==> src/sv/source_text_tokenizer_defines.svh <==
// Assertion macros for the tokenizer controller
`ifndef SOURCE_TEXT_TOKENIZER_DEFINES_SVH
`define SOURCE_TEXT_TOKENIZER_DEFINES_SVH

// Same-cycle implication, checked on every rising edge out of reset
`define STT_ASSERT_NOW(name, ante, cons, msg) \
  name: assert property (@(posedge clk) disable iff (!rst_n) (ante) |-> (cons)) \
    else $error(msg);

// Next-cycle implication
`define STT_ASSERT_NEXT(name, ante, cons, msg) \
  name: assert property (@(posedge clk) disable iff (!rst_n) (ante) |=> (cons)) \
    else $error(msg);

`endif

==> src/sv/stt_pkg.sv <==
// Command and status types between the tokenizer controller and datapath
package stt_pkg;

  typedef struct packed {
    logic keep_in;     // store the accepted byte in the open token
    logic latch;       // hold the accepted byte that ends or follows a token
    logic emit_flush;  // send the next stored character
    logic emit_plus;   // send a '+' operator item
    logic tail_go;     // finish the held byte: own item and new token start
  } dp_cmd_t;

  typedef struct packed {
    logic in_keep;     // input byte extends the open token
    logic mode_flush;  // an identifier, number or string is open
    logic mode_plus;   // a lone '+' is waiting
    logic flush_last;  // the next flush item closes the token
    logic pair;        // a second '+' item is still due
    logic tail_res;    // the held byte gives an item of its own
    logic out_free;    // output register can take an item this cycle
  } dp_stat_t;

endpackage

==> src/sv/stt_dp.sv <==
// Tokenizer datapath: character classes, token store, keyword match, output register
module stt_dp #(
  parameter int MAX_TOKEN_LEN = 32
) (
  input  logic              clk,
  input  logic              rst_n,
  input  logic [7:0]        in_text_byte,
  input  stt_pkg::dp_cmd_t  cmd,
  output stt_pkg::dp_stat_t stat,
  output logic              out_valid,
  input  logic              out_ready,
  output logic [2:0]        out_token_kind,
  output logic [7:0]        out_value_char,
  output logic              out_char_present,
  output logic              out_token_last,
  output logic              out_run_last
);
  import stt_pkg::*;

  localparam int LEN_W  = $clog2(MAX_TOKEN_LEN);
  localparam int DEPTH  = MAX_TOKEN_LEN - 1;
  localparam int ADDR_W = (MAX_TOKEN_LEN > 2) ? $clog2(MAX_TOKEN_LEN - 1) : 1;
  localparam logic [LEN_W-1:0] LEN_MAX = LEN_W'(MAX_TOKEN_LEN - 1);

  localparam logic [2:0] KIND_IDENT   = 3'd0;
  localparam logic [2:0] KIND_KEYWORD = 3'd1;
  localparam logic [2:0] KIND_NUMBER  = 3'd2;
  localparam logic [2:0] KIND_STRING  = 3'd3;
  localparam logic [2:0] KIND_OPER    = 3'd4;
  localparam logic [2:0] KIND_SYMBOL  = 3'd5;
  localparam logic [2:0] KIND_UNKNOWN = 3'd6;
  localparam logic [2:0] KIND_END     = 3'd7;

  localparam logic [7:0] CH_NUL    = 8'h00;
  localparam logic [7:0] CH_QUOTE  = 8'h22;
  localparam logic [7:0] CH_PLUS   = 8'h2B;
  localparam logic [7:0] CH_USCORE = 8'h5F;

  localparam int KW_NUM = 5;
  localparam int KW_MAX = 6;
  // if, else, while, mod, return
  localparam logic [7:0] KW_CHR [0:KW_NUM-1][0:KW_MAX-1] = '{
    '{8'h69, 8'h66, 8'h00, 8'h00, 8'h00, 8'h00},
    '{8'h65, 8'h6C, 8'h73, 8'h65, 8'h00, 8'h00},
    '{8'h77, 8'h68, 8'h69, 8'h6C, 8'h65, 8'h00},
    '{8'h6D, 8'h6F, 8'h64, 8'h00, 8'h00, 8'h00},
    '{8'h72, 8'h65, 8'h74, 8'h75, 8'h72, 8'h6E}
  };
  localparam int KW_LEN [0:KW_NUM-1] = '{2, 4, 5, 3, 6};

  typedef enum logic [4:0] {
    MODE_IDLE   = 5'b00001,
    MODE_IDENT  = 5'b00010,
    MODE_NUMBER = 5'b00100,
    MODE_STRING = 5'b01000,
    MODE_PLUS   = 5'b10000
  } scan_mode_t;

  function automatic logic is_letter(input logic [7:0] b);
    return (b >= 8'h61 && b <= 8'h7A) || (b >= 8'h41 && b <= 8'h5A);
  endfunction

  function automatic logic is_digit(input logic [7:0] b);
    return b >= 8'h30 && b <= 8'h39;
  endfunction

  function automatic logic is_space(input logic [7:0] b);
    return b == 8'h20 || (b >= 8'h09 && b <= 8'h0D);
  endfunction

  function automatic logic is_symbol(input logic [7:0] b);
    logic hit;
    case (b)
      8'h3E, 8'h3C, 8'h3D, 8'h21, 8'h2A, 8'h2F, 8'h28, 8'h29,
      8'h7B, 8'h7D, 8'h5B, 8'h5D, 8'h3B, 8'h2C, 8'h2E: hit = 1'b1;
      default: hit = 1'b0;
    endcase
    return hit;
  endfunction

  // Update per-keyword match flags for a character stored at position pos
  function automatic logic [KW_NUM-1:0] kw_step(input logic [KW_NUM-1:0] prev,
                                                input logic [LEN_W-1:0] pos,
                                                input logic [7:0] b);
    logic [KW_NUM-1:0] res;
    logic hit;
    for (int k = 0; k < KW_NUM; k++) begin
      hit = 1'b0;
      for (int j = 0; j < KW_MAX; j++) begin
        if (j < KW_LEN[k] && 32'(pos) == j && b == KW_CHR[k][j]) hit = 1'b1;
      end
      res[k] = hit && (pos == '0 || prev[k]);
    end
    return res;
  endfunction

  scan_mode_t          mode_r, mode_nxt;
  logic [LEN_W-1:0]    len_r, len_nxt;
  logic [KW_NUM-1:0]   kwm_r, kwm_nxt;
  logic [7:0]          byte_r, byte_nxt;
  logic [2:0]          kind_r, kind_nxt;
  logic                pair_r, pair_nxt;
  logic                tail_on_r, tail_on_nxt;
  logic [ADDR_W-1:0]   idx_r, idx_nxt;

  logic                out_valid_r, out_valid_nxt;
  logic [2:0]          out_kind_r, out_kind_nxt;
  logic [7:0]          out_char_r, out_char_nxt;
  logic                out_present_r, out_present_nxt;
  logic                out_tlast_r, out_tlast_nxt;
  logic                out_rlast_r, out_rlast_nxt;
  logic                out_load;

  logic [7:0]          mem [0:DEPTH-1];
  logic [7:0]          rd_data_r;
  logic                wr_en, rd_en;
  logic [ADDR_W-1:0]   wr_addr, rd_addr;
  logic [7:0]          wr_data;

  logic                in_ident_ch, in_keep, kw_hit, flush_last, tail_res, out_free;
  logic                held_start;

  assign in_ident_ch = is_letter(in_text_byte) || is_digit(in_text_byte)
                       || in_text_byte == CH_USCORE;

  always_comb begin
    case (mode_r)
      MODE_IDENT:  in_keep = in_ident_ch;
      MODE_NUMBER: in_keep = is_digit(in_text_byte);
      MODE_STRING: in_keep = in_text_byte != CH_NUL && in_text_byte != CH_QUOTE;
      default:     in_keep = 1'b0;
    endcase
  end

  always_comb begin
    kw_hit = 1'b0;
    for (int k = 0; k < KW_NUM; k++) begin
      if (kwm_r[k] && 32'(len_r) == KW_LEN[k]) kw_hit = 1'b1;
    end
  end

  assign flush_last = (len_r == '0) || (LEN_W'(idx_r) == len_r - LEN_W'(1));
  // Bytes that start a token or vanish give no item of their own
  assign held_start = is_space(byte_r) || is_letter(byte_r) || is_digit(byte_r)
                      || byte_r == CH_USCORE || byte_r == CH_QUOTE || byte_r == CH_PLUS;
  assign tail_res   = tail_on_r && (byte_r == CH_NUL || !held_start);
  assign out_free   = !out_valid_r || out_ready;

  assign stat.in_keep    = in_keep;
  assign stat.mode_flush = (mode_r == MODE_IDENT) || (mode_r == MODE_NUMBER)
                           || (mode_r == MODE_STRING);
  assign stat.mode_plus  = mode_r == MODE_PLUS;
  assign stat.flush_last = flush_last;
  assign stat.pair       = pair_r;
  assign stat.tail_res   = tail_res;
  assign stat.out_free   = out_free;

  always_comb begin
    mode_nxt        = mode_r;
    len_nxt         = len_r;
    kwm_nxt         = kwm_r;
    byte_nxt        = byte_r;
    kind_nxt        = kind_r;
    pair_nxt        = pair_r;
    tail_on_nxt     = tail_on_r;
    idx_nxt         = idx_r;
    wr_en           = 1'b0;
    wr_addr         = len_r[ADDR_W-1:0];
    wr_data         = in_text_byte;
    rd_en           = 1'b0;
    rd_addr         = '0;
    out_load        = 1'b0;
    out_kind_nxt    = out_kind_r;
    out_char_nxt    = out_char_r;
    out_present_nxt = out_present_r;
    out_tlast_nxt   = out_tlast_r;
    out_rlast_nxt   = out_rlast_r;

    if (cmd.keep_in && len_r < LEN_MAX) begin
      wr_en   = 1'b1;
      len_nxt = len_r + LEN_W'(1);
      kwm_nxt = kw_step(kwm_r, len_r, in_text_byte);
    end

    if (cmd.latch) begin
      byte_nxt    = in_text_byte;
      mode_nxt    = MODE_IDLE;
      pair_nxt    = (mode_r == MODE_PLUS) && in_text_byte == CH_PLUS;
      // closing quote and second '+' are consumed by the token they end
      tail_on_nxt = !(((mode_r == MODE_STRING) && in_text_byte == CH_QUOTE)
                      || ((mode_r == MODE_PLUS) && in_text_byte == CH_PLUS));
      case (mode_r)
        MODE_IDENT:  kind_nxt = kw_hit ? KIND_KEYWORD : KIND_IDENT;
        MODE_NUMBER: kind_nxt = KIND_NUMBER;
        default:     kind_nxt = KIND_STRING;
      endcase
      idx_nxt = '0;
      rd_en   = 1'b1;
    end

    if (cmd.emit_flush) begin
      out_load        = 1'b1;
      out_kind_nxt    = kind_r;
      out_char_nxt    = (len_r == '0) ? 8'h00 : rd_data_r;
      out_present_nxt = len_r != '0;
      out_tlast_nxt   = flush_last;
      out_rlast_nxt   = flush_last && !tail_res;
      if (flush_last) begin
        len_nxt = '0;
      end else begin
        idx_nxt = idx_r + ADDR_W'(1);
        rd_en   = 1'b1;
        rd_addr = idx_r + ADDR_W'(1);
      end
    end

    if (cmd.emit_plus) begin
      out_load        = 1'b1;
      out_kind_nxt    = KIND_OPER;
      out_char_nxt    = CH_PLUS;
      out_present_nxt = 1'b1;
      out_tlast_nxt   = !pair_r;
      out_rlast_nxt   = !pair_r && !tail_res;
      pair_nxt        = 1'b0;
    end

    if (cmd.tail_go) begin
      if (tail_res) begin
        out_load        = 1'b1;
        out_tlast_nxt   = 1'b1;
        out_rlast_nxt   = 1'b1;
        if (byte_r == CH_NUL) begin
          out_kind_nxt    = KIND_END;
          out_char_nxt    = 8'h00;
          out_present_nxt = 1'b0;
        end else begin
          out_kind_nxt    = is_symbol(byte_r) ? KIND_SYMBOL : KIND_UNKNOWN;
          out_char_nxt    = byte_r;
          out_present_nxt = 1'b1;
        end
      end
      if (tail_on_r) begin
        if (is_letter(byte_r) || byte_r == CH_USCORE || is_digit(byte_r)) begin
          mode_nxt = is_digit(byte_r) ? MODE_NUMBER : MODE_IDENT;
          wr_en    = 1'b1;
          wr_addr  = '0;
          wr_data  = byte_r;
          len_nxt  = LEN_W'(1);
          kwm_nxt  = kw_step('0, '0, byte_r);
        end else if (byte_r == CH_QUOTE) begin
          mode_nxt = MODE_STRING;
        end else if (byte_r == CH_PLUS) begin
          mode_nxt = MODE_PLUS;
        end
      end
    end

    out_valid_nxt = out_load ? 1'b1 : (out_ready ? 1'b0 : out_valid_r);
  end

  always_ff @(posedge clk) begin
    if (!rst_n) begin
      mode_r      <= MODE_IDLE;
      len_r       <= '0;
      kwm_r       <= '0;
      pair_r      <= 1'b0;
      tail_on_r   <= 1'b0;
      idx_r       <= '0;
      out_valid_r <= 1'b0;
    end else begin
      mode_r      <= mode_nxt;
      len_r       <= len_nxt;
      kwm_r       <= kwm_nxt;
      pair_r      <= pair_nxt;
      tail_on_r   <= tail_on_nxt;
      idx_r       <= idx_nxt;
      out_valid_r <= out_valid_nxt;
    end
  end

  always_ff @(posedge clk) begin
    byte_r        <= byte_nxt;
    kind_r        <= kind_nxt;
    out_kind_r    <= out_kind_nxt;
    out_char_r    <= out_char_nxt;
    out_present_r <= out_present_nxt;
    out_tlast_r   <= out_tlast_nxt;
    out_rlast_r   <= out_rlast_nxt;
  end

  // Token store: one write port, one registered read port
  always_ff @(posedge clk) begin
    if (wr_en) mem[wr_addr] <= wr_data;
    if (rd_en) rd_data_r <= mem[rd_addr];
  end

  assign out_valid        = out_valid_r;
  assign out_token_kind   = out_kind_r;
  assign out_value_char   = out_char_r;
  assign out_char_present = out_present_r;
  assign out_token_last   = out_tlast_r;
  assign out_run_last     = out_rlast_r;

endmodule

==> src/sv/stt_ctrl.sv <==
// Tokenizer controller: sequences accept, flush, operator and tail phases
`include "source_text_tokenizer_defines.svh"

module stt_ctrl (
  input  logic              clk,
  input  logic              rst_n,
  input  logic              in_valid,
  output logic              in_ready,
  input  stt_pkg::dp_stat_t stat,
  output stt_pkg::dp_cmd_t  cmd
);
  import stt_pkg::*;

  typedef enum logic [3:0] {
    ST_IN    = 4'b0001,
    ST_FLUSH = 4'b0010,
    ST_PLUS  = 4'b0100,
    ST_TAIL  = 4'b1000
  } ctrl_state_t;

  ctrl_state_t state_r, state_nxt;
  logic        accept;

  assign in_ready = state_r == ST_IN;
  assign accept   = in_valid && in_ready;

  always_comb begin
    state_nxt = state_r;
    cmd       = '0;
    case (state_r)
      ST_IN: begin
        if (accept) begin
          if (stat.in_keep) begin
            cmd.keep_in = 1'b1;
          end else begin
            cmd.latch = 1'b1;
            if (stat.mode_flush)     state_nxt = ST_FLUSH;
            else if (stat.mode_plus) state_nxt = ST_PLUS;
            else                     state_nxt = ST_TAIL;
          end
        end
      end
      ST_FLUSH: begin
        if (stat.out_free) begin
          cmd.emit_flush = 1'b1;
          if (stat.flush_last) state_nxt = ST_TAIL;
        end
      end
      ST_PLUS: begin
        if (stat.out_free) begin
          cmd.emit_plus = 1'b1;
          if (!stat.pair) state_nxt = ST_TAIL;
        end
      end
      ST_TAIL: begin
        // hold while the byte's own item cannot be placed
        if (!stat.tail_res || stat.out_free) begin
          cmd.tail_go = 1'b1;
          state_nxt   = ST_IN;
        end
      end
      default: state_nxt = ST_IN;
    endcase
  end

  always_ff @(posedge clk) begin
    if (!rst_n) begin
      state_r <= ST_IN;
    end else begin
      state_r <= state_nxt;
    end
  end

  `STT_ASSERT_NOW(a_emit_slot, (cmd.emit_flush || cmd.emit_plus), stat.out_free, "item emitted into a full output register")
  `STT_ASSERT_NEXT(a_flush_entry, (accept && !stat.in_keep && stat.mode_flush), (state_r == ST_FLUSH), "token end did not start a flush")
  `STT_ASSERT_NEXT(a_flush_hold, (state_r == ST_FLUSH && !stat.out_free), (state_r == ST_FLUSH), "flush left while output stalled")
  `STT_ASSERT_NEXT(a_tail_done, cmd.tail_go, in_ready, "not ready for the next item after tail")

endmodule

==> src/sv/source_text_tokenizer.sv <==
// Source text tokenizer top level: controller and datapath
//
//   channel | ports                                          | dir
//   input   | in_valid, in_ready, in_text_byte                | in
//   result  | out_valid, out_ready, out_token_kind,           | out
//           | out_value_char, out_char_present,              |
//           | out_token_last, out_run_last                   |
//
// A byte that extends a token is stored at once. Any other byte first sends each
// stored character or '+' item (an empty string sends one item), then its own
// item, if it has one, in the tail phase. Characters are replayed one per cycle,
// while the result channel is free, from the token store's single read port.
// Reset (rst_n low, synchronous) returns the scanner to idle between tokens.
// A stalled result channel holds the controller in any phase that must place an
// item; input is taken only once all items of the previous byte are in the output register.
module source_text_tokenizer #(
  parameter int MAX_TOKEN_LEN = 32
) (
  input  logic       clk,
  input  logic       rst_n,
  input  logic       in_valid,
  output logic       in_ready,
  input  logic [7:0] in_text_byte,
  output logic       out_valid,
  input  logic       out_ready,
  output logic [2:0] out_token_kind,
  output logic [7:0] out_value_char,
  output logic       out_char_present,
  output logic       out_token_last,
  output logic       out_run_last
);
  import stt_pkg::*;

  dp_cmd_t  cmd;
  dp_stat_t stat;

  stt_ctrl u_ctrl (
    .clk      (clk),
    .rst_n    (rst_n),
    .in_valid (in_valid),
    .in_ready (in_ready),
    .stat     (stat),
    .cmd      (cmd)
  );

  stt_dp #(
    .MAX_TOKEN_LEN (MAX_TOKEN_LEN)
  ) u_dp (
    .clk              (clk),
    .rst_n            (rst_n),
    .in_text_byte     (in_text_byte),
    .cmd              (cmd),
    .stat             (stat),
    .out_valid        (out_valid),
    .out_ready        (out_ready),
    .out_token_kind   (out_token_kind),
    .out_value_char   (out_value_char),
    .out_char_present (out_char_present),
    .out_token_last   (out_token_last),
    .out_run_last     (out_run_last)
  );

endmodule
==> config.mk <==
export PLATFORM = sky130hd
export DESIGN_NAME = source_text_tokenizer
export DESIGN_NICKNAME = d
export VERILOG_FILES = /design/src/sv/stt_pkg.sv /design/src/sv/stt_dp.sv /design/src/sv/stt_ctrl.sv /design/src/sv/source_text_tokenizer.sv
export VERILOG_INCLUDE_DIRS = /design/src /design/src/sv
export SDC_FILE = /design/constraint.sdc
export NUM_CORES = 1
export LEC_CHECK = 0
export BUFFER_PORTS_ARGS = -buffer_cell sky130_fd_sc_hd__buf_2
export CAP_MARGIN = 0
export CORE_MARGIN = 3
export CORE_UTILIZATION = 40
export CTS_CLUSTER_DIAMETER = 30
export DETAILED_ROUTE_END_ITERATION = 8
export GPL_TIMING_DRIVEN = 0
export SLEW_MARGIN = 40
export SYNTH_ARGS = -nofsm -noshare
export SYNTH_HDL_FRONTEND = slang
export SYNTH_SLANG_ARGS = --single-unit
==> constraint.sdc <==
create_clock -name clk -period 4.2 [get_ports clk]
set_input_delay 0.84 -clock clk [delete_from_list [all_inputs] [get_ports clk]]
set_output_delay 0.84 -clock clk [all_outputs]
set_load 0.02 [all_outputs]
## Yosys cells after proc, flatten, opt, wreduce, memory -nomap -nowiden

Memory sizes are Yosys's and may differ from the RTL's. A register that Yosys moved wholly into a read port is not among the register bits.
Index checks and enable logic that the tools add are counted.

- Magnitude comparators: 15
- Bitwise operators: 1
- Reductions and logical operators: 82
- Mux-type cells: 129
- Equal/unequal tests: 64
- $add $sub $neg: 3

Operators with widths:

| operator | count |
|---|---|
| $eq A8 B7 Y1 const B | 25 |
| $eq A8 B6 Y1 const B | 16 |
| $mux W5 | 24 |
| $mux W1 | 75 |
| $mux W8 | 9 |
| $logic_and A1 B1 Y1 | 45 |
| $mux W4 | 9 |
| $ge A8 B7 Y1 const B | 4 |
| $le A8 B7 Y1 const B | 4 |
| $logic_or A1 B1 Y1 | 24 |
| $eq A5 B3 Y1 const B | 4 |
| $mux W3 | 6 |
| $ge A8 B6 Y1 const B | 2 |
| $le A8 B6 Y1 const B | 2 |
| $pmux W4 S4 | 1 |
| $eq A5 B2 Y1 const B | 3 |
| $reduce_or A15 Y1 | 1 |
| $add A5 B1 Y5 const B | 2 |
| $ge A8 B4 Y1 const B | 1 |
| $le A8 B4 Y1 const B | 1 |
| $logic_not A8 Y1 | 1 |
| $ne A2 B1 Y1 const B | 4 |
| $ne A8 B6 Y1 const B | 1 |
| $reduce_bool A8 Y1 | 1 |
| other kinds (21) | 29 |

- Word-level logic and storage cells: 310
- Output and inout port bits: 16
- Bits in registers: 52
- Input port bits: 12
- Memories kept: 1
- Bits in writable memories: 248

Memories:

| memory | words | width | read ports | clocked after Yosys merged registers in | write ports | RTL line | RTL |
|---|---|---|---|---|---|---|---|
| u_dp.mem | 31 | 8 | 1 | 1 | 1 | stt_dp.sv:114 | `logic [7:0] mem [0:DEPTH-1];` |

## Logic depth before layout (Yosys ltp)

Gate-level depths: netlist of the first run.

- Word-level depth: 20
- Depth in mapped cells: 13
- Depth with buffers taken out: 9

## Cells and area by module

From an unflattened synthesis of the first run, not the netlist that was laid out.

- Cells, all modules: 1090
- Area, all modules: 13741.9 um^2

Modules (own cells, without submodules):

| module | cells an instance | seq. area each (um^2) | area each (um^2) | times used |
|---|---|---|---|---|
| stt_dp | 1051 | 8728.4 | 13416.6 | 1 |
| stt_ctrl | 39 | 80.1 | 325.3 | 1 |

## Worst setup path after synthesis of the first run

Ideal clock, no wire load.

- Kind: input to register
- From: input in_text_byte[1]
- To: memory u_dp.mem[13][0], enable pin
- Stages: 7
- Library setup time: 0.383 ns
- Arrival: 3.082 ns
- Data required time: 3.817 ns
- Slack: 0.734 ns
- Buffers on the path: 1
- Cells stage by stage: clkbuf_1 and4b_1 nor3_1 or4_1 a21boi_1 nand3_1 nor3_1

- Cells in the longest elaborated chain, start to end: 16
- Elaborated cells between the ends (all ways): 27
- Those cells by class: 6 x order compare; 2 x eq/ne; 10 x mux; 9 x reduce/logical

Ends and longest elaborated chain:

| item | RTL line | RTL |
|---|---|---|
| start: declaration | source_text_tokenizer.sv:23 | `input logic [7:0] in_text_byte,` |
| $ge A8 B7 Y1 / $le A8 B7 Y1 (equally long branches) | stt_dp.sv:60 | `return (b >= 8'h61 && b <= 8'h7A) \|\| (b >= 8'h41 && b <= 8'h5A);` |
| $logic_and A1 B1 Y1 | stt_dp.sv:60 |  |
| $logic_or A1 B1 Y1 | stt_dp.sv:60 |  |
| $logic_or A1 B1 Y1 | stt_dp.sv:123 | `assign in_ident_ch = is_letter(in_text_byte) \|\| is_digit(in_text_byte)` |
| $logic_or A1 B1 Y1 | stt_dp.sv:124 | `\|\| in_text_byte == CH_USCORE;` |
| $pmux W1 S3 (*) | stt_dp.sv:127 | `case (mode_r)` |
| $mux W1 (*) | stt_ctrl.sv:33 | `if (stat.in_keep) begin` |
| $mux W2 (*) | stt_ctrl.sv:32 | `if (accept) begin` |
| $mux W2 (*) | stt_ctrl.sv:30 | `case (state_r)` |
| $logic_and A1 B1 Y1 (*) | stt_dp.sv:179 | `if (cmd.keep_in && len_r < LEN_MAX) begin` |
| $mux W1 (*) | stt_dp.sv:179 |  |
| $mux W1 | stt_dp.sv:243 | `if (is_letter(byte_r) \|\| byte_r == CH_USCORE \|\| is_digit(byte_r)) begin` |
| $mux W1 | stt_dp.sv:242 | `if (tail_on_r) begin` |
| $mux W1 (*) | stt_dp.sv:227 | `if (cmd.tail_go) begin` |
| $mux W1 (*) | stt_dp.sv:293 | `if (wr_en) mem[wr_addr] <= wr_data;` |
| $mux W1 (not written as such) (*) | stt_dp.sv:293 |  |
| end: declaration | stt_dp.sv:114 |  |

Mark *: on every way between the ends. The rest lies on a longest branch, timed or not.

## Worst setup path after layout of the first run

- From: input in_text_byte[0]
- To: memory u_dp.mem[10][3], enable pin

Same word-level chain as after synthesis.

==> results of run 1 <==
## final cells by class
| class | count | area share [%] |
|---|---|---|
| Clock inverter | 36 | 2.58 |
| Multi-Input combinational cell | 714 | 28.2 |
| Buffer | 78 | 1.94 |
| Clock buffer | 86 | 10.9 |
| Inverter | 20 | 0.434 |
| Sequential cell | 307 | 50.9 |
| Tap cell | 448 | 3.24 |
| Timing Repair Buffer | 36 | 1.72 |
## power groups by stage
stage / clock network [mW] / registers [mW] / logic (mW)
2_1_floorplan: 0 / 3.56 / 0.180
3_3_place_gp: 0 / 3.51 / 0.384
3_5_place_dp: 0 / 3.50 / 0.413
4_1_cts: 5.44 / 3.45 / 0.415
5_1_grt: 5.61 / 3.45 / 0.453
6_report: 5.42 / 3.45 / 0.415
## kinds of logic (layout without fill, tap and decap cells)
family | Yosys count | count (layout) | synth area share, %
simple gates | 331 | 331 | 12.3
flops | 307 | 307 | 63.3
compound gates | 289 | 289 | 14.0
buf+inv | 99 | 256 | 2.87
mux | 73 | 73 | 6.07
xor+xnor | 14 | 14 | 0.881
fa+ha+maj | 7 | 7 | 0.611
## layout by cell type (no fill, tap or decap), drive strengths merged, types with 6 or more instances in the layout
cell type and instances:
mux2i 45, or3 8, and3 11, clkbuf 152, clkinv 21, nand3 48, bufinv 10, o2111ai 6
nor4 8, a221oi 7, o221ai 7, a32oi 24, a32o 6, mux2 21, a22oi 11, xnor2 10
nor2 70, inv 23, nor3 30, nand4 10, mux4 7, and2 20, dfxtp 41, nand4b 7
nand2b 7, buf 48, a21oi 60, a22o 6, a31oi 21, o211ai 11, ha 6, a211oi 8
edfxtp 266, nand2 72, nor2b 14, o21ai 75
## metal layers
layer | GRT usage [%] | wire [µm] | vias up
li1 | - | - | 4632
met1 | 35.1 | 19300 | 5342
met2 | 39.6 | 21600 | 641
met3 | 5.74 | 4570 | 126
met4 | 10.2 | 1720 | 0
met5 | 0 | 0 | -
## state kept, by name, summed over array words and instances, names as in the netlist
name                   flops
u_dp.kwm_r                 5
u_dp.out_token_kind        3
u_dp.len_r                 5
u_dp.rd_data_r             8
u_dp.pair_r                1
u_ctrl.state_r             4
u_dp.mode_r                5
u_dp.tail_on_r             1
u_dp.idx_r                 5
u_dp.out_valid             1
u_dp.out_value_char        8
u_dp.byte_r                8
u_dp.out_token_last        1
u_dp.out_char_present      1
u_dp.mem                 248
u_dp.kind_r                2
u_dp.out_run_last          1
## critical path, stage by stage
cell	delay, ns
buf_2	0.08
clkbuf_1	0.30
and4b_1	0.24
nor3_1	0.06
or4_1	0.52
a21boi_1	0.58
nand3_1	0.78
nor2_1	0.92
## how the worst min path moves through the flow
| stage | start | endpoint | cells past startpoint |
|---|---|---|---|
| final | u_dp.out_token_kind[2] | u_dp.out_token_kind[2] | 2 |
| after global routing | in_text_byte[1] | u_dp.byte_r[1] | 1 |
| after CTS | in_text_byte[1] | u_dp.byte_r[1] | 1 |
| after detailed placement | u_dp.out_token_kind[2] | u_dp.out_token_kind[2] | 2 |
| after global placement | u_dp.out_token_kind[2] | u_dp.out_token_kind[2] | 2 |
| after floorplan | u_dp.idx_r[1] | u_dp.idx_r[1] | 2 |
## stage by stage
step           setup slack, ns  hold slack, ns
2_1_floorplan            0.734           0.477
3_3_place_gp             -1.93           0.454
3_5_place_dp            -0.387           0.468
4_1_cts                  0.115           0.467
5_1_grt                -0.0446           0.476
6_report                0.0214           0.478
## timing repair
action,4_1_cts,5_1_grt
buffers inserted,0,3
resized for setup,0,13
endpoints found under the setup margin,0,36
==> results.cfg, run 1 <==
[die]
core.rowCount = 67
dieArea_mm2 = 0.0371
ios = 28
die-height_um = 193
start_util_pct = 41.0
design.core.area_mm2 = 0.0340
die_x_um = 193

[drt]
avgViaCountPerCell = 6.23
wl_um = 47200
dr_total_vias = 10700
routedWlPerCell_um = 27.4
drc_errors = 0
drt_iter0_markers = 1308
ant_nets = 0
first_pass_iters = 5

[clock_network]
clk_latency_ns = 0.55
cts_buffers = 68
cts-hold-fix-buffers = 0
clk_pin_slew_ns = 0.05
cts.sinks = 307
cts.path.max_buffers = 3
cts-root-buf = clkbuf_16
cts_tree = done
htree_levels = 3

[finish]
syn_to_final_growth_pct = 24.3
fillers = 2929
fin_area_mm2 = 0.0173
antenna_cells = 0
multi_input_area_mm2 = 0.00489
nNetsFinal = 1243
drive_gt1_share_pct = 18.1
utilization_pct = 51.0
ff_latch_area_mm2 = 0.00881
instances_no_fill = 1725

[timing]
fin_tns_setup_ns = 0
min_period_ns = 4.18
setup_violations = 0
hold_violations = 0
period_share_pct = 99.5
finClkSkew_ns = 0.0177
rsz0062_at_grt = yes
max_slew_margin_pct = 39.1
slew_viol_final = 0
fmax_mhz = 239
tightest_slew_ns = 0.907

[setup_path]
cp_max_fo = 9
crit_end = u_dp.mem[10][3]
path_class = in2reg
start_kind = primary input
cp.required_ns = 4.36
r2r_slack_ns = 0.08
r2r_end = u_dp.rd_data_r[3]
critPathLaunch = in_text_byte[0]
ff2ff_path_depth = 11
r2r-start = u_dp.len_r[0]
crit_arrival_ns = 4.34
cp-end-kind = flip-flop

[pwr]
leakage_nw = 5.71
p_sw_mw = 1.96
seq_power_share_pct = 37.2
combPwrFrac_pct = 4.5
ir_drop_v = 0.000285
p_int_mw = 7.32
swShare_pct = 21.1
powerDensity_mw_per_mm2 = 536
clkPwrFrac_pct = 58.4
finalPower_mw = 9.28

[synth]
synthesis.area_mm2 = 0.0139
yosysMostFrequentCell = edfxtp_1
ys_warn_count = 0
ys_top_cells_by_count = edfxtp_1, o21ai_0, nand2_1
syn_nets = 1138
synth_flop_cell = edfxtp_1
post_synth_num_cell_types = 80
synth_area_leaders = edfxtp_1, dfxtp_1, mux2i_1
synth_area_leader_cell = edfxtp_1
synth-edff-count = 266
syn_area_per_cell_um2 = 12.4
yosys.area.top_type_share_pct = 57.4
ys_seq_area_share_pct = 63.3
synth-seq-cells = 307
async_flop_share_pct = 0
synth_cells = 1120

[placed_design]
hpwl_um = 31900
post-place-cells = 1601
place_area_mm2 = 0.0149
gp_congestion = 0.975
io_buffers = 27

[global_routing]
overflow = 0
grt_pass1_vias = 10400
grt_start_max_net_pins = 32
grt_pass1_wl_um = 69000
grt_antenna_before_repair = 0
grt.total_usage_pct = 25.6

[hold_path]
min_path_type = reg2reg

[status]
status = finished clean

[run]
cap_violations = 0
Note: power is estimated with default switching activity, not from simulation.
==> run 2, diff against run 1 <==
--- a/config.mk
+++ b/config.mk
@@ -8,6 +8,7 @@
 export LEC_CHECK = 0
 export BUFFER_PORTS_ARGS = -buffer_cell sky130_fd_sc_hd__buf_2
 export CAP_MARGIN = 0
+export CORE_ASPECT_RATIO = 1.4
 export CORE_MARGIN = 3
 export CORE_UTILIZATION = 40
 export CTS_CLUSTER_DIAMETER = 30
==> constraint.sdc (replaced) <==
create_clock -name clk -period 4.6 [get_ports clk]
set_input_delay 0.92 -clock clk [delete_from_list [all_inputs] [get_ports clk]]
set_output_delay 0.92 -clock clk [all_outputs]
set_load 0.02 [all_outputs]
==> run 2 against run 1 <==
Effect of this change: sequential power is 9.0% lower; critical endpoint is now u_dp.rd_data_r[1]; first-iteration DRC count is 15% lower; total power is 23% lower; critical path type is now reg2reg; flip-flop and latch count stayed put; setup slack worse by 0.011 ns; global-route usage hardly changed; register-to-register slack worse by 0.07 ns.
==> results.cfg, run 2 (same netlist as run 1, synthesis figures left out) <==
[pwr]
leakage_nw = 5.28
powerDensity_mw_per_mm2 = 431
p_sw_mw = 1.67
finalPower_mw = 7.12
combPwrFrac_pct = 5.5
ir_drop_v = 0.000321
p_int_mw = 5.45
swShare_pct = 23.5
seq_power_share_pct = 44.1
clkPwrFrac_pct = 50.3

[finish]
largest_register_ffs = 248
nNetsFinal = 1224
largest-register = u_dp.mem
drive_gt1_share_pct = 15.4
layout_common_cells = edfxtp_1, nand2_1, clkbuf_1
syn_to_final_growth_pct = 18.8
layout_commonest_cell = edfxtp_1
fillers = 3047

[clock_network]
clk_latency_ns = 0.57
cts_buffers = 48
cts_resized = 0
cts_tree = done
htree_levels = 2
cts.path.max_buffers = 3
cts-hold-fix-buffers = 0
cts-root-buf = clkbuf_16
cts.sinks = 307
postCtsSetupBuffers = 0
clk_pin_slew_ns = 0.05

[die]
core.rowCount = 80
die-height_um = 227
ios = 28
die_x_um = 164
start_util_pct = 40.7
design.core.area_mm2 = 0.0342
dieArea_mm2 = 0.0371

[global_routing]
grt.total_usage_pct = 25.6
grt_start_max_net_pins = 32
grt_pass1_wl_um = 68800
overflow = 0
grt_antenna_before_repair = 1
grt_pass1_vias = 10400

[drt]
ant_nets = 0
avgViaCountPerCell = 6.16
first_pass_iters = 7
drc_errors = 0
dr_total_vias = 10400
wl_um = 47400
routedWlPerCell_um = 28.0
drt_iter0_markers = 1114

[placed_design]
hpwl_um = 33200
place_ws_ns = 0.0276
gp_congestion = 1.02
io_buffers = 27

[timing]
max_slew_margin_pct = 37.5
slew_viol_final = 0
setup_violations = 0
min_period_ns = 4.59
tightest_slew_ns = 0.937
finClkSkew_ns = 0.0335
rsz0062_at_grt = no
period_share_pct = 99.8
setup_slack_ns = 0.0108
hold_violations = 0
fmax_mhz = 218

[hold_path]
min_path_type = reg2reg

[setup_path]
crit_chain = clkbuf_1 > inv_1 > ha_1 > or4b_1 > buf_2 > nand4_1 > nor2_1 > buf_2 > buf_2 > a31oi_1 > a32oi_1 > mux2i_1
cp_max_fo = 10
critPathMaxStageDelay_ns = 0.54
cpLargestDelayFamily = buffers and inverters
cp-end-kind = flip-flop
cpMaxStageDelayCell = a32oi_1
start_kind = flip-flop
path_class = reg2reg
cp.required_ns = 4.82
crit_buf_inv = 5
cpMostUsedCell = buf_2
crit_arrival_ns = 4.81

[status]
status = finished clean

[run]
cap_violations = 0
run 2: cell types whose count changed in the layout (fill, tap and decap cells not counted), sizes merged:
cell      delta
inv          +7
buf          +2
clkinvlp     +2
clkbuf      -30
clkinv       -9
bufinv       -6
diode        +1
run 2: final timing paths:
| path | endpoint | depth (start not counted) | start | slack (ns) |
|---|---|---|---|---|
| max | u_dp.rd_data_r[1] | 12 | u_dp.len_r[0] | 0.01 |
| min | u_dp.out_token_kind[2] | 2 | u_dp.out_token_kind[2] | 0.48 |
| min reg2reg | u_dp.out_token_kind[2] | 2 | u_dp.out_token_kind[2] | 0.48 |
| max reg2reg | u_dp.rd_data_r[1] | 12 | u_dp.len_r[0] | 0.01 |
run 2: cell type report:
class                           instances  area, µm²  share of cell area [%]
Tap cell                              451        564                    3.41
Antenna cell                            1       2.50                  0.0151
Inverter                               20       75.1                   0.454
Clock buffer                           57       1260                    7.60
Timing Repair Buffer                   36        300                    1.82
Clock inverter                         30        349                    2.11
Buffer                                 79        332                    2.01
Sequential cell                       307       8810                    53.3
Multi-Input combinational cell        714       4840                    29.3
run 2: power by group through the flow:
stage          sequential (mW)  combinational (mW)  clock (mW)
3_5_place_dp              3.20               0.394           0
6_report                  3.14               0.394        3.58
5_1_grt                   3.15               0.428        3.75
4_1_cts                   3.14               0.395        3.63
2_1_floorplan             3.25               0.164           0
3_3_place_gp              3.20               0.366           0
run 2: through the flow:
| stage | instance area [µm²] | hold WS (ns) | TNS, ns | std cells | utilization (%) |
|---|---|---|---|---|---|
| after floorplan | 13900 | 0.477 | 0 | 1120 | - |
| final | 16500 | 0.482 | 0 | 1695 | 48.3 |
| after global routing | 16500 | 0.512 | 0 | 1694 | 48.3 |
| after detailed placement | 14900 | 0.468 | 0 | 1607 | 43.6 |
| after global placement | 14600 | 0.453 | -290.02 | 1598 | 42.7 |
| after CTS | 16500 | 0.488 | 0 | 1694 | 48.2 |
run 2: metal layers:
metal	share of wire (%)	track usage (%)	wire length [µm]
met5	0	0	0
met4	7.9	17.6	3750
met3	7.2	4.20	3430
met2	49	43.4	23000
met1	36	29.4	17200
run 2: worst register-to-register path: stages, from the launching register on:
cell and delay (ns):
dfxtp_1 0.37, clkbuf_1 0.30, inv_1 0.20, ha_1 0.34, or4b_1 0.19, buf_2 0.21, nand4_1 0.40, nor2_1 0.45
buf_2 0.40, buf_2 0.42, a31oi_1 0.16, a32oi_1 0.54, mux2i_1 0.30
